$ cat src/rtl/core/isotp_tx_pkg.sv
// Package for the ISO-TP transmit segmenter: item and frame types and framing constants.
// Used by isotp_tx_packer and isotp_tx_segmenter; depends on nothing.

package isotp_tx_pkg;

  // Framing limits
  localparam int unsigned StoreDepth   = 7;
  localparam logic [2:0]  FrameDataMax = 3'd7;   // data bytes in a single or consecutive frame
  localparam logic [2:0]  FirstDataMax = 3'd6;   // data bytes in a first frame
  localparam logic [11:0] SfMaxLen     = 12'd7;  // longest message sent as a single frame

  // Protocol control codes (upper nibble of byte 0) and sequence-number constants
  localparam logic [7:0]  PciFirst     = 8'h10;
  localparam logic [7:0]  PciConsec    = 8'h20;
  localparam logic [3:0]  SeqMask      = 4'hF;
  localparam logic [3:0]  SeqStart     = 4'd1;

  // One message byte with the length of its message
  typedef struct packed {
    logic [7:0]  payload_byte;
    logic [11:0] message_length;
  } in_item_t;

  // One CAN frame
  typedef struct packed {
    logic [7:0] frame_b0;
    logic [7:0] frame_b1;
    logic [7:0] frame_b2;
    logic [7:0] frame_b3;
    logic [7:0] frame_b4;
    logic [7:0] frame_b5;
    logic [7:0] frame_b6;
    logic [7:0] frame_b7;
    logic       frame_last;
  } frame_t;

endpackage

$ cat src/rtl/core/isotp_tx_packer.sv
// Frame packer: message state, open-frame byte store and frame assembly.
// Depends on isotp_tx_pkg.

module isotp_tx_packer (
  input  logic                 clk_i,
  input  logic                 rst_ni,
  input  logic                 step_i,        // registered item moves on this cycle
  input  isotp_tx_pkg::in_item_t item_i,
  output logic                 frame_valid_o,
  output isotp_tx_pkg::frame_t frame_o
);

  logic [11:0] taken_q, taken_d;
  logic [2:0]  fill_q, fill_d;
  logic [3:0]  seq_q, seq_d;
  logic [7:0]  store_q [isotp_tx_pkg::StoreDepth];
  logic [7:0]  store_d [isotp_tx_pkg::StoreDepth];
  logic [7:0]  store_w [isotp_tx_pkg::StoreDepth];

  logic [11:0] len;
  logic [11:0] taken_w;
  logic [2:0]  fill_w;
  logic        live, first_open, ends, close;

  assign len = item_i.message_length;

  // Byte insertion and close decision
  always_comb begin
    live       = step_i && (len != 12'd0);
    first_open = (taken_q == {9'd0, fill_q});
    store_w    = store_q;
    if (fill_q < isotp_tx_pkg::FrameDataMax) begin
      store_w[fill_q] = item_i.payload_byte;
    end
    fill_w  = fill_q + 3'd1;
    taken_w = taken_q + 12'd1;
    ends    = (taken_w >= len);
    close   = ends || (fill_w == isotp_tx_pkg::FrameDataMax) ||
              ((len > isotp_tx_pkg::SfMaxLen) && first_open &&
               (fill_w >= isotp_tx_pkg::FirstDataMax));
  end

  // Frame assembly; store entries past the fill level are already zero
  always_comb begin
    frame_o            = '0;
    frame_o.frame_last = ends;
    if (len <= isotp_tx_pkg::SfMaxLen) begin
      frame_o.frame_b0 = len[7:0];
      frame_o.frame_b1 = store_w[0];
      frame_o.frame_b2 = store_w[1];
      frame_o.frame_b3 = store_w[2];
      frame_o.frame_b4 = store_w[3];
      frame_o.frame_b5 = store_w[4];
      frame_o.frame_b6 = store_w[5];
      frame_o.frame_b7 = store_w[6];
    end else if (first_open) begin
      // seventh held byte, if any, is dropped
      frame_o.frame_b0 = isotp_tx_pkg::PciFirst | {4'd0, len[11:8]};
      frame_o.frame_b1 = len[7:0];
      frame_o.frame_b2 = store_w[0];
      frame_o.frame_b3 = store_w[1];
      frame_o.frame_b4 = store_w[2];
      frame_o.frame_b5 = store_w[3];
      frame_o.frame_b6 = store_w[4];
      frame_o.frame_b7 = store_w[5];
    end else begin
      frame_o.frame_b0 = isotp_tx_pkg::PciConsec | {4'd0, seq_q & isotp_tx_pkg::SeqMask};
      frame_o.frame_b1 = store_w[0];
      frame_o.frame_b2 = store_w[1];
      frame_o.frame_b3 = store_w[2];
      frame_o.frame_b4 = store_w[3];
      frame_o.frame_b5 = store_w[4];
      frame_o.frame_b6 = store_w[5];
      frame_o.frame_b7 = store_w[6];
    end
  end

  assign frame_valid_o = live && close;

  // Next state
  always_comb begin
    taken_d = taken_q;
    fill_d  = fill_q;
    seq_d   = seq_q;
    store_d = store_q;
    if (live) begin
      if (close) begin
        fill_d  = 3'd0;
        taken_d = taken_w;
        for (int i = 0; i < isotp_tx_pkg::StoreDepth; i++) begin
          store_d[i] = 8'd0;
        end
        if ((len > isotp_tx_pkg::SfMaxLen) && !first_open) begin
          seq_d = seq_q + 4'd1;
        end
        if (ends) begin
          taken_d = 12'd0;
          seq_d   = isotp_tx_pkg::SeqStart;
        end
      end else begin
        fill_d  = fill_w;
        taken_d = taken_w;
        store_d = store_w;
      end
    end
  end

  // State registers
  always_ff @(posedge clk_i or negedge rst_ni) begin
    if (!rst_ni) begin
      taken_q <= 12'd0;
      fill_q  <= 3'd0;
      seq_q   <= isotp_tx_pkg::SeqStart;
      for (int i = 0; i < isotp_tx_pkg::StoreDepth; i++) begin
        store_q[i] <= 8'd0;
      end
    end else begin
      taken_q <= taken_d;
      fill_q  <= fill_d;
      seq_q   <= seq_d;
      store_q <= store_d;
    end
  end

endmodule

$ cat src/rtl/core/isotp_tx_segmenter.sv
// Top level of the ISO-TP transmit segmenter: input register, packer, output register.
// Depends on isotp_tx_pkg and isotp_tx_packer.
//
// Usage: the input channel carries one message byte per transfer together with the
// total message length (1 to 4095); an item with length 0 is taken and ignored.
// The output channel carries one 8-byte CAN frame per transfer with frame_last set
// on the frame that ends the message. Both channels use valid/stall: a transfer
// happens on a rising edge with valid high and stall low.
// Path: an item taken into the input register passes through the combinational
// packer, and the frame it closes (if any) is captured in the output register.
// Throughput: one item per cycle while the receiver does not stall, set by the
// single packer stage that updates the byte store and counters on each step.
// When the receiver stalls with a frame waiting, the packer holds; an occupied input
// register raises in_stall_o at once, an empty one takes one more item first.
// Reset clears the message position, fill level and byte store, sets the
// consecutive-frame sequence number to 1 and empties both registers.

module isotp_tx_segmenter (
  input  logic                   clk_i,
  input  logic                   rst_ni,
  input  logic                   in_valid_i,
  output logic                   in_stall_o,
  input  isotp_tx_pkg::in_item_t in_payload_i,
  output logic                   out_valid_o,
  input  logic                   out_stall_i,
  output isotp_tx_pkg::frame_t   out_payload_o
);

  logic                   in_valid_q;
  isotp_tx_pkg::in_item_t in_item_q;
  logic                   out_valid_q;
  isotp_tx_pkg::frame_t   out_frame_q;
  logic                   hold, step;
  logic                   frame_valid;
  isotp_tx_pkg::frame_t   frame;

  // Output register full and not taken: everything behind it waits
  assign hold       = out_valid_q && out_stall_i;
  assign step       = in_valid_q && !hold;
  assign in_stall_o = in_valid_q && hold;

  // Input register
  always_ff @(posedge clk_i or negedge rst_ni) begin
    if (!rst_ni) begin
      in_valid_q <= 1'b0;
    end else if (!in_stall_o) begin
      in_valid_q <= in_valid_i;
    end
  end

  always_ff @(posedge clk_i) begin
    if (in_valid_i && !in_stall_o) begin
      in_item_q <= in_payload_i;
    end
  end

  isotp_tx_packer u_packer (
    .clk_i         (clk_i),
    .rst_ni        (rst_ni),
    .step_i        (step),
    .item_i        (in_item_q),
    .frame_valid_o (frame_valid),
    .frame_o       (frame)
  );

  // Output register
  always_ff @(posedge clk_i or negedge rst_ni) begin
    if (!rst_ni) begin
      out_valid_q <= 1'b0;
    end else if (!hold) begin
      out_valid_q <= frame_valid;
    end
  end

  always_ff @(posedge clk_i) begin
    if (!hold && frame_valid) begin
      out_frame_q <= frame;
    end
  end

  assign out_valid_o   = out_valid_q;
  assign out_payload_o = out_frame_q;

  // Input only stalls behind a waiting frame
  assert property (@(posedge clk_i) disable iff (!rst_ni)
    in_stall_o |-> (out_valid_o && out_stall_i))
    else $error("input stalled without a waiting frame");

  // A first frame never ends the message
  assert property (@(posedge clk_i) disable iff (!rst_ni)
    (out_valid_o && (out_payload_o.frame_b0[7:4] == isotp_tx_pkg::PciFirst[7:4]))
      |-> !out_payload_o.frame_last)
    else $error("first frame marked as last");

  // A single frame always carries a non-zero length
  assert property (@(posedge clk_i) disable iff (!rst_ni)
    (out_valid_o && (out_payload_o.frame_b0[7:4] == 4'd0))
      |-> (out_payload_o.frame_b0[3:0] != 4'd0))
    else $error("single frame with zero length");

endmodule
$ cat config.mk
export PLATFORM = sky130hd
export DESIGN_NAME = isotp_tx_segmenter
export DESIGN_NICKNAME = d
export VERILOG_FILES = /design/src/rtl/core/isotp_tx_pkg.sv /design/src/rtl/core/isotp_tx_packer.sv /design/src/rtl/core/isotp_tx_segmenter.sv
export SDC_FILE = /design/constraint.sdc
export NUM_CORES = 1
export LEC_CHECK = 0
export ABC_AREA = 1
export BUFFER_PORTS_ARGS = -buffer_cell sky130_fd_sc_hd__buf_2
export CORE_MARGIN = 2
export CORE_UTILIZATION = 60
export CTS_BUF_LIST = sky130_fd_sc_hd__clkbuf_4 sky130_fd_sc_hd__clkbuf_8 sky130_fd_sc_hd__clkbuf_16
export CTS_CLUSTER_SIZE = 24
export DETAILED_ROUTE_END_ITERATION = 6
export HOLD_SLACK_MARGIN = 0.05
export PLACE_DENSITY = 0.92
export SLEW_MARGIN = 40
export SYNTH_ARGS = -nofsm -noshare
export SYNTH_HDL_FRONTEND = slang
export SYNTH_HIERARCHICAL = 1
export SYNTH_SLANG_ARGS = --single-unit
$ cat constraint.sdc
create_clock -name clk_i -period 11.41 [get_ports clk_i]
set_input_delay 0.5705 -clock clk_i [delete_from_list [all_inputs] [get_ports clk_i]]
set_output_delay 0.5705 -clock clk_i [all_outputs]
set_load 0.1 [all_outputs]
==> impl_metrics.tcl, run 1 <==
set metrics [dict create \
    synth_seq_cells 162 \
    io_buffers 90 \
    cts_sinks 162 \
    ys_warn_count 6 \
    rsz0062_at_grt "no" \
    whs_ns 0.260 \
    setup_viol 0 \
    fmax_mhz 262 \
    antenna_found_initial 0 \
    wirelength_um 17000 \
    num-nets-final 965 \
    maxCapViolCount 0 \
    timing.final.crit_share_pct 33.5 \
    cts_max_level 4 \
    slew_headroom_pct 48.8 \
    ctsRootBufferMaster "clkbuf_16" \
    diodes 0 \
    cts_tree "yes" \
    synthFlopType "edfxtp_1" \
    skew_ns 0.00857 \
    syn-mean-instance-area_sq_um 9.01 \
    path_clk_slew_ns 0.06 \
    area_growth_pct 15.1 \
    cts_repair_resize_count 0 \
    netlist.area_leader.share_pct 33.5 \
    critPathCaptureType "register" \
    grt_usage_pct 26.9 \
    design_area_sq_mm 0.00876 \
    post-synth-top-count-cell "nand2_1" \
    worst_pin_slew_ns 0.768 \
    post_cts_buffers 0 \
    fp.dieW_um 117 \
    vias 6132 \
    peakVddDrop_mv 0.117 \
    synthArstFlopShare_pct 47.5 \
    worstPathArrival_ns 3.87 \
    synth.cell_area_sq_mm 0.00761 \
    finalWorstSetupSlack_ns 7.59 \
    min_period_ns 3.82 \
    yosysTopAreaCell "edfxtp_1" \
    drt_iter0_markers 672 \
    grt_pass1_wl_um 27700 \
    fin_tns_setup_ns 0 \
    startpoint_type "register" \
    drc 0 \
    grt_max_degree 78 \
    utilization_pct 70.0 \
    clockBufferDepth 2 \
    synth.area.top_cells "edfxtp_1 34%, dfrtp_1 25%, nand2_1 12%" \
    first_pass_iters 5 \
    crit_type "reg -> reg" \
    die-area_sq_mm 0.0136 \
    post_dp_cell_area_sq_mm 0.00814 \
    hold_viol 0 \
    syn_inst 845 \
    overflow 0 \
    rows 41 \
    postCtsHoldBufs 0 \
    postRouteAntennaNets 0 \
    grt_pass1_vias 5766 \
    pre_cts_ws_ns 7.63 \
    cp.required_ns 11.46 \
    ys_seq_area_share_pct 58.8 \
    critPathMaxFanout 65 \
    synth_edf_count 85 \
    hpwl_um 10900 \
    holdCritPathClass "in -> async" \
    ys_types 30 \
    die_y_um 117 \
    final_max_slew_viol_count 0 \
    drive_gt1_share_pct 14.6 \
    fill_cells 911 \
    powerDensity_mw_per_mm2 312 \
    core_region_area_sq_mm 0.0125 \
    synth_common_cells "246 x nand2_1, 113 x inv_1, 109 x o21ai_0, 85 x edfxtp_1, 76 x dfrtp_1" \
    insertion_delay_ns 0.43 \
    ios 91 \
    via_per_inst 5.53 \
    start_util_pct 60.8 \
    p_leak_uw 0.00418 \
    outcome "complete, no violations" \
    cts_made_buffers 17 \
    gp_congestion 0.948 \
    wl_per_cell_um 15.4 \
]
## layout make-up
class                           count  area, sq um  share of cell area (%)
Sequential cell                   162         4480                    51.1
Tap cell                          172          215                    2.46
Multi-Input combinational cell    533         2520                    28.8
Timing Repair Buffer               94          484                    5.53
Clock inverter                     11          160                    1.83
Clock buffer                       21          462                    5.27
Inverter                          116          435                    4.97
## worst max-delay path: stages, from the launching register on
cell,delay [ns]
dfrtp_1,0.45
ha_1,0.22
nand3_1,0.12
nor2_1,0.19
nand2_1,0.11
nor2_1,0.09
nand2_1,0.06
xor2_1,0.18
inv_1,0.07
ha_1,0.27
nand2_1,0.06
nor2_1,0.13
nand2_1,0.07
nor2_1,0.08
nand2_1,0.07
nand2_1,0.18
nor2_2,0.09
a21oi_1,0.14
inv_1,0.10
nor2_4,0.10
buf_4,0.61
## worst paths after layout
path | startpoint | end | slack, ns | cells after the start
max in group asynchronous | rst_ni | u_packer/store_q[37] | 10.62 | 2
hold / removal | rst_ni | u_packer/seq_q[3] | 0.26 | 2
setup reg to reg | u_packer/taken_q[0] | out_payload_o[64] | 7.59 | 20
hold reg to reg | u_packer/seq_q[3] | u_packer/seq_q[3] | 0.48 | 2
setup / recovery | u_packer/taken_q[0] | out_payload_o[64] | 7.59 | 20
min in group clk_i | in_payload_i[6] | in_item_q[6] | 0.31 | 1
## power breakdown
part / leakage [uW] / internal [uW] / total [uW] / switching, uW
sequential: 0.00180 / 850 / 946 / 95.8
clock: 0.000308 / 377 / 595 / 218
combinational: 0.00208 / 262 / 1190 / 927
## metal layers
metal	GRT usage (%)	wire length, um
met1	34.2	6710
met2	43.5	8250
met3	6.38	1410
met4	13.6	656
met5	0	0
## logic make-up after synthesis
kind of cell             count (synthesis)  synth area share (%)
buffers and inverters                  151                  8.30
XOR/XNOR                                 8                 0.920
other                                    1                0.0492
AND/OR/NAND/NOR                        319                  16.5
flip-flops                             162                  58.8
adder cells (fa/ha/maj)                 17                  2.79
AO/OA/AOI/OAI                          187                  12.6
## per-stage QoR
step / total power, uW / std cells
finish: 2730 / 1109
global route: 2900 / 1109
CTS: 2720 / 1109
detailed placement: 2100 / 1077
global placement: 2060 / 1077
floorplan: 1880 / 846
## placed cells by master, fill, tap and decap left out
cell type | synthesis | final
nand2_1 | 246 | 246
inv_1 | 113 | 112
o21ai_0 | 109 | 109
buf_2 | 4 | 90
edfxtp_1 | 85 | 85
dfrtp_1 | 76 | 76
nor2_1 | 45 | 44
o21ai_1 | 44 | 44
a21oi_1 | 22 | 22
nand3_1 | 18 | 18
clkbuf_16 | 0 | 17
ha_1 | 17 | 17
o22ai_1 | 8 | 8
xor2_1 | 6 | 6
bufinv_16 | 0 | 4
clkinv_2 | 0 | 4
clkbuf_4 | 0 | 3
buf_4 | 12 | 3
nor3_1 | 3 | 3
inv_2 | 3 | 3
nand3_2 | 3 | 2
clkinv_1 | 0 | 2
nor2_4 | 1 | 2
o221ai_1 | 2 | 2
xnor2_1 | 2 | 2
conb_1 | 1 | 2
clkbuf_8 | 0 | 1
clkinv_4 | 0 | 1
clkinvlp_4 | 0 | 1
buf_6 | 2 | 1
nand4_1 | 1 | 1
a22oi_1 | 1 | 1
nor2_2 | 1 | 1
nand2_2 | 1 | 1
a21boi_2 | 0 | 1
nand3_4 | 0 | 1
dfstp_2 | 1 | 1
## flip-flops by register name, indices dropped and copies added, names as in the netlist
| signal | flops |
|---|---|
| out_payload_o | 65 |
| u_packer/store_q | 56 |
| in_item_q | 20 |
| u_packer/taken_q | 12 |
| u_packer/seq_q | 4 |
| u_packer/fill_q | 3 |
| in_valid_q | 1 |
| out_valid_o | 1 |
Note: power is estimated with default switching activity, not from simulation.
==> run 2: changes to the inputs <==
- ABC_AREA: 1 -> 0
- CORE_UTILIZATION: 60 -> 59
- PLACE_DENSITY: 0.92 -> 0.9
- clock period: 11.41 -> 3.6 ns (I/O delays scaled with it)
==> run 2 against run 1 <==
Compared with the run above:
- the run now ends with design-rule violations left
- flip-flop and latch count is the same
- hold slack worse by 0.13 ns
- clock power grew to 3.1 times the previous value
==> impl_metrics.tcl, run 2 <==
set metrics [dict create \
    ys_warn_count 6 \
    grt_pass1_vias 6576 \
    fmax_mhz 290 \
    path_clk_slew_ns 0.06 \
    vias 6965 \
    cts_tree "yes" \
    worst_path_max_delay_cell "or4_2" \
    wirelength_um 23100 \
    gp_congestion 0.958 \
    hold_start "out_stall_i" \
    p_leak_uw 0.00413 \
    stdcell_count 1009 \
    wl_met2_um 11400 \
    drc 8 \
    max_stage_delay_ns 0.56 \
    rows 42 \
    grt_usage_pct 32.2 \
    setup_viol 0 \
    maxCapViolCount 0 \
    drive_gt1_share_pct 25.9 \
    hold_viol 0 \
    layout_common_cells "90 x buf_2, 85 x edfxtp_1, 75 x dfrtp_1" \
    synth.cell_area_sq_mm 0.00815 \
    die-area_sq_mm 0.0148 \
    peakVddDrop_mv 0.453 \
    insertion_delay_ns 0.44 \
    cts_max_level 4 \
    outcome "finished, violations left" \
    reg2reg_setup_slack_ns 0.15 \
    violations "design-rule violations" \
    min_period_ns 3.45 \
    via_per_inst 6.90 \
    yosysTopAreaCell "edfxtp_1" \
    hold_path_end "out_valid_o" \
    ys_seq_area_share_pct 54.9 \
    design_area_sq_mm 0.00992 \
    powerDensity_mw_per_mm2 1100 \
    skew_ns 0.00772 \
    routed.top_layer "met4" \
    fin_tns_setup_ns 0 \
    synth_seq_cells 162 \
    total_power_uw 10900 \
    cts_sinks 162 \
    r2r_end "u_packer/fill_q[1]" \
    crit_type "reg -> reg" \
    area_growth_pct 21.6 \
    io_buffers 90 \
    drt_iter0_markers 1046 \
    fp.dieW_um 122 \
    antenna_found_initial 0 \
    diodes 0 \
    grt_pass1_wl_um 35800 \
    final_max_slew_viol_count 0 \
    final_common_cell "buf_2" \
    wl_per_cell_um 22.9 \
    core_region_area_sq_mm 0.0133 \
    met3_length_um 2420 \
    critPathMaxFanout 7 \
    first_pass_iters 7 \
    largest_reg_flops 65 \
    num-nets-final 861 \
    cts_made_buffers 17 \
    grt_max_degree 56 \
    post-synth-top-count-cell "edfxtp_1" \
    ios 91 \
    worstPathArrival_ns 3.79 \
    critPathCaptureType "register" \
    cp.required_ns 3.95 \
    ctsRootBufferMaster "clkbuf_16" \
    worst_pin_slew_ns 0.704 \
    synth_edf_count 85 \
    synthFlopType "edfxtp_1" \
    syn-mean-instance-area_sq_um 11.9 \
    netlist.area_leader.share_pct 31.3 \
    worstHoldPathCells 3 \
    die_y_um 122 \
    slew_headroom_pct 53.1 \
    postRouteAntennaNets 0 \
    timing.final.crit_share_pct 95.7 \
    cp_cell_sequence "and3_1, nand3_1, or2_4, nor3_2, xor2_1, ha_1, a21oi_1, o21ai_0, a21oi_2, o31ai_4, buf_4, or4_2, o22ai_1" \
    synth.area.top_cells "edfxtp_1 31%, dfrtp_1 23%, o2bb2ai_1 6.0%" \
    synthArstFlopShare_pct 47.5 \
    ys_types 60 \
    dp_cells 949 \
    holdCritPathClass "in -> reg" \
    syn_inst 685 \
    timing.rr.start "u_packer/taken_q[1]" \
    wl_met1_um 8250 \
    start_util_pct 61.1 \
    reg2reg_depth 13 \
    startpoint_type "register" \
    hpwl_um 15000 \
    clockBufferDepth 2 \
    overflow 0 \
    synth_common_cells "85 x edfxtp_1, 76 x dfrtp_1, 56 x o2bb2ai_1, 46 x nand2_1, 34 x o221ai_1" \
    post_dp_cell_area_sq_mm 0.00902 \
]
run 2: cell types whose count changed in the layout (fill, tap and decap cells not counted), moves of 39 or more:
cell / delta
buf_4: +46
inv_1: -94
o21ai_1: -39
nand2_1: -200
o21ai_0: -78
o2bb2ai_1: +56
run 2: critical path: cells and delay by family (launching register included):
kind            cells  cell delay (ns)
xor+xnor            1             0.27
compound gates      5             0.83
fa+ha+maj           1             0.31
simple gates        5             1.34
flops               1             0.41
buf+inv             1             0.19
run 2: layout make-up:
| type | count | area, sq um |
|---|---|---|
| Tap cell | 176 | 220 |
| Fill cell | 819 | 3430 |
| Inverter | 20 | 75.1 |
| Clock buffer | 21 | 479 |
| Timing Repair Buffer | 165 | 1110 |
| Sequential cell | 162 | 4480 |
| Multi-Input combinational cell | 454 | 3420 |
| Clock inverter | 11 | 133 |
run 2: worst max-delay path by stage:
| stage | endpoint | cells after the start | startpoint | slack (ns) |
|---|---|---|---|---|
| final | u_packer/fill_q[1] | 13 | u_packer/taken_q[1] | 0.15 |
| after global routing | u_packer/fill_q[1] | 13 | u_packer/taken_q[1] | -0.005 |
| after CTS | u_packer/fill_q[1] | 13 | u_packer/taken_q[0] | 0.1 |
| after detailed placement | u_packer/fill_q[1] | 13 | u_packer/taken_q[0] | 0.16 |
| after global placement | out_payload_o[19] | 13 | u_packer/taken_q[0] | 0.31 |
| after floorplan | out_payload_o[0] | 12 | u_packer/taken_q[0] | 0.008 |
run 2: logic make-up after synthesis:
family / synth area share (%)
XOR/XNOR: 1.50
AND/OR/NAND/NOR: 9.24
adder cells (fa/ha/maj): 2.61
other: 0.0460
flip-flops: 54.9
AO/OA/AOI/OAI: 24.7
buffers and inverters: 3.64
multiplexers: 3.31
run 2: repair_timing:
item / in CTS / in global routing
hold endpoints to repair: 43 / 0
hold buffers: 23 / 0
buffers inserted: 0 / 5
gates resized for setup: 0 / 6
setup endpoints to repair: 0 / 131
run 2: stage by stage:
step           util [%]  hold WS (ns)  worst slack [ns]
4_1_cts            73.9         0.133            0.0970
6_report           74.3         0.126             0.155
5_1_grt            74.3         0.158          -0.00547
3_5_place_dp       67.6         0.191             0.158
2_1_floorplan         -        -0.116           0.00823
3_3_place_gp       67.5         0.187             0.314
run 2: metal layers:
metal / GRT usage [%] / vias up
li1: - / 2979
met2: 52.4 / 542
met4: 15.0 / 0
met3: 9.08 / 96
met5: 0 / -
met1: 40.3 / 3348
run 2: report_power, final:
| part | switching (uW) | internal (uW) |
|---|---|---|
| clock | 697 | 1150 |
| sequential | 496 | 2770 |
| combinational | 3900 | 1910 |
| total | 5090 | 5840 |
==> run 3: changes to the inputs <==
- SYNTH_HIERARCHICAL: 1 -> unset
==> run 3 against run 2 <==
Compared with the run above:
- the run still ends with design-rule violations left
- clock power rose by 5%
- sequential share of layout area is 1.6 points higher
- global-route usage fell by 1.4 points
- final cell count decreased by 5.2%
- flip-flop and latch count did not move
- routed wire length down 6.5%
- clock-buffer cell count shrank 1
- highest routed layer unchanged
- combinational power fell by 19%
- design area is 3.4% lower
- synthesized area down 2.4%
- power fell by 9.4%
==> impl_metrics.tcl, run 3 <==
set metrics [dict create \
    outcome "finished, violations left" \
    violations "design-rule violations" \
    crit_type "reg -> reg" \
    antenna_found_initial 0 \
    vias 6620 \
    yosysTopAreaCell "edfxtp_1" \
    worstHoldPathCells 3 \
    path_clk_slew_ns 0.06 \
    setup_viol 0 \
    start_util_pct 60.3 \
    rsz0062_at_grt "no" \
    pre_cts_ws_ns 0.106 \
    synthArstFlopShare_pct 47.5 \
    gp_congestion 0.949 \
    maxCapViolCount 0 \
    critPathCaptureType "register" \
    stdcell_count 957 \
    layout_common_cells "90 x buf_2, 85 x edfxtp_1, 74 x dfrtp_1" \
    rows 42 \
    ios 91 \
    via_per_inst 6.92 \
    drt_iter0_markers 806 \
    worstPathArrival_ns 3.80 \
    ys_seq_area_share_pct 56.3 \
    timing.rr.start "u_packer.taken_q[4]" \
    ys_types 51 \
    clockBufferDepth 2 \
    dp_cells 902 \
    drive_gt1_share_pct 22.9 \
    wirelength_um 21600 \
    area_growth_pct 20.4 \
    synth.cell_area_sq_mm 0.00796 \
    fmax_mhz 291 \
    die_y_um 120 \
    finalWorstSetupSlack_ns 0.160 \
    ctsRootBufferMaster "clkbuf_16" \
    synth_seq_cells 162 \
    timing.final.crit_share_pct 95.5 \
    regArea_sq_mm 0.00448 \
    first_pass_iters 7 \
    post-synth-top-count-cell "edfxtp_1" \
    insertion_delay_ns 0.43 \
    synth.area.top_cells "edfxtp_1 32%, dfrtp_1 24%, a32o_1 7.2%" \
    wl_per_cell_um 22.5 \
    largest_reg_flops 65 \
    cp.required_ns 3.96 \
    grt_pass1_vias 6584 \
    diodes 0 \
    post_dp_cell_area_sq_mm 0.00868 \
    io_buffers 90 \
    synth_common_cells "85 x edfxtp_1, 76 x dfrtp_1, 57 x a32o_1, 50 x nand2_1, 49 x o221ai_1" \
    hold_viol 0 \
    critPathMaxFanout 13 \
    grt_max_degree 61 \
    multiInputGateArea_sq_mm 0.00324 \
    worst_pin_slew_ns 0.813 \
    slew_headroom_pct 45.4 \
    powerDensity_mw_per_mm2 1030 \
    startpoint_type "register" \
    peakVddDrop_mv 0.689 \
    num-nets-final 809 \
    hpwl_um 14100 \
    cts_tree "yes" \
    cts_made_buffers 17 \
    cts_max_level 4 \
    syn-mean-instance-area_sq_um 12.1 \
    min_period_ns 3.44 \
    drc 2 \
    fill_cells 836 \
    hold_start "out_stall_i" \
    synthFlopType "edfxtp_1" \
    core_region_area_sq_mm 0.0132 \
    synth_edf_count 85 \
    hold_path_end "in_valid_q" \
    die-area_sq_mm 0.0144 \
    syn_inst 658 \
    ys_warn_count 0 \
    design_area_sq_mm 0.00958 \
    reg2reg_setup_slack_ns 0.16 \
    final_max_slew_viol_count 0 \
    r2r_end "u_packer.store_q[8]" \
    grt_pass1_wl_um 34300 \
    skew_ns 0.00875 \
    holdCritPathClass "in -> reg" \
    final_common_cell "buf_2" \
    reg2reg_depth 14 \
    cts_sinks 162 \
    postRouteAntennaNets 0 \
    grt_usage_pct 30.9 \
    p_leak_uw 0.00403 \
    netlist.area_leader.share_pct 32.1 \
    overflow 0 \
    fp.dieW_um 120 \
]
[run 3: changes by cell type in the layout (fill, tap and decap cells not counted), moves of 22 or more]
cell       delta
o21a_1       -24
o32a_1       -23
o2bb2ai_1    -55
o22ai_1      +22
a32o_1       +56
buf_4        -26
[run 3: worst max-delay path, stage by stage, from the launching register on]
cell	delay, ns
dfrtp_1	0.43
and3_1	0.22
and3_1	0.20
and3_1	0.20
xor2_1	0.26
ha_1	0.32
a21oi_1	0.18
o21a_1	0.15
o221ai_2	0.13
a21oi_4	0.22
inv_4	0.13
buf_4	0.18
o41ai_2	0.37
buf_4	0.23
a32o_1	0.14
[run 3: layer usage]
layer / up-vias / share of wire [%] / track usage, %
met5: - / 0 / 0
met1: 3185 / 37 / 40.1
met2: 492 / 48 / 48.6
li1: 2869 / - / -
met3: 74 / 11 / 6.99
met4: 0 / 3.7 / 16.2
[run 3: worst max path at each step]
stage | cells past startpoint | slack [ns] | end | start
2_1_floorplan | 13 | -0.11 | out_payload_o[0] | u_packer.taken_q[0]
3_3_place_gp | 13 | 0.37 | u_packer.store_q[24] | u_packer.taken_q[1]
3_5_place_dp | 14 | 0.11 | u_packer.store_q[8] | u_packer.taken_q[1]
4_1_cts | 14 | 0.05 | u_packer.store_q[8] | u_packer.taken_q[1]
5_1_grt | 14 | 0.03 | u_packer.store_q[10] | u_packer.taken_q[0]
6_report | 14 | 0.16 | u_packer.store_q[8] | u_packer.taken_q[4]
[run 3: repair_timing]
item | CTS | global route
hold buffers | 22 | 0
resized for setup | 0 | 9
endpoints found under the hold margin | 49 | 0
endpoints found under the setup margin | 0 | 123
buffers inserted | 0 | 1
[run 3: logic make-up after synthesis]
| logic type | share of synthesized area [%] |
|---|---|
| simple gates | 6.90 |
| buf+inv | 4.06 |
| compound gates | 24.0 |
| mux | 4.44 |
| other cells | 0.0471 |
| fa+ha+maj | 2.67 |
| xor+xnor | 1.54 |
| flops | 56.3 |
[run 3: report_power, final]
part,switching [uW],total (uW),leakage (uW),internal [uW]
Sequential,526,3220,0.00179,2700
Clock,707,1950,0.000309,1240
Combinational,3250,4730,0.00193,1480
[run 3: through the flow]
step / hold WS, ns / util (%) / setup TNS [ns] / total power (uW)
5_1_grt: 0.124 / 72.6 / 0 / 10300
3_3_place_gp: 0.240 / 65.8 / 0 / 7610
3_5_place_dp: 0.258 / 65.8 / 0 / 7780
6_report: 0.0936 / 72.6 / 0 / 9900
4_1_cts: 0.0900 / 72.3 / 0 / 9760
2_1_floorplan: -0.116 / - / -7.41 / 6650
[run 3: area by class of cell]
cell class / instances / share of cell area (%)
sequential: 162 / 46.8
inverter: 26 / 1.04
multi-input combinational: 422 / 33.8
clock inverter: 12 / 1.96
timing repair buffer: 139 / 9.45
tap: 176 / 2.30
clock buffer: 20 / 4.67
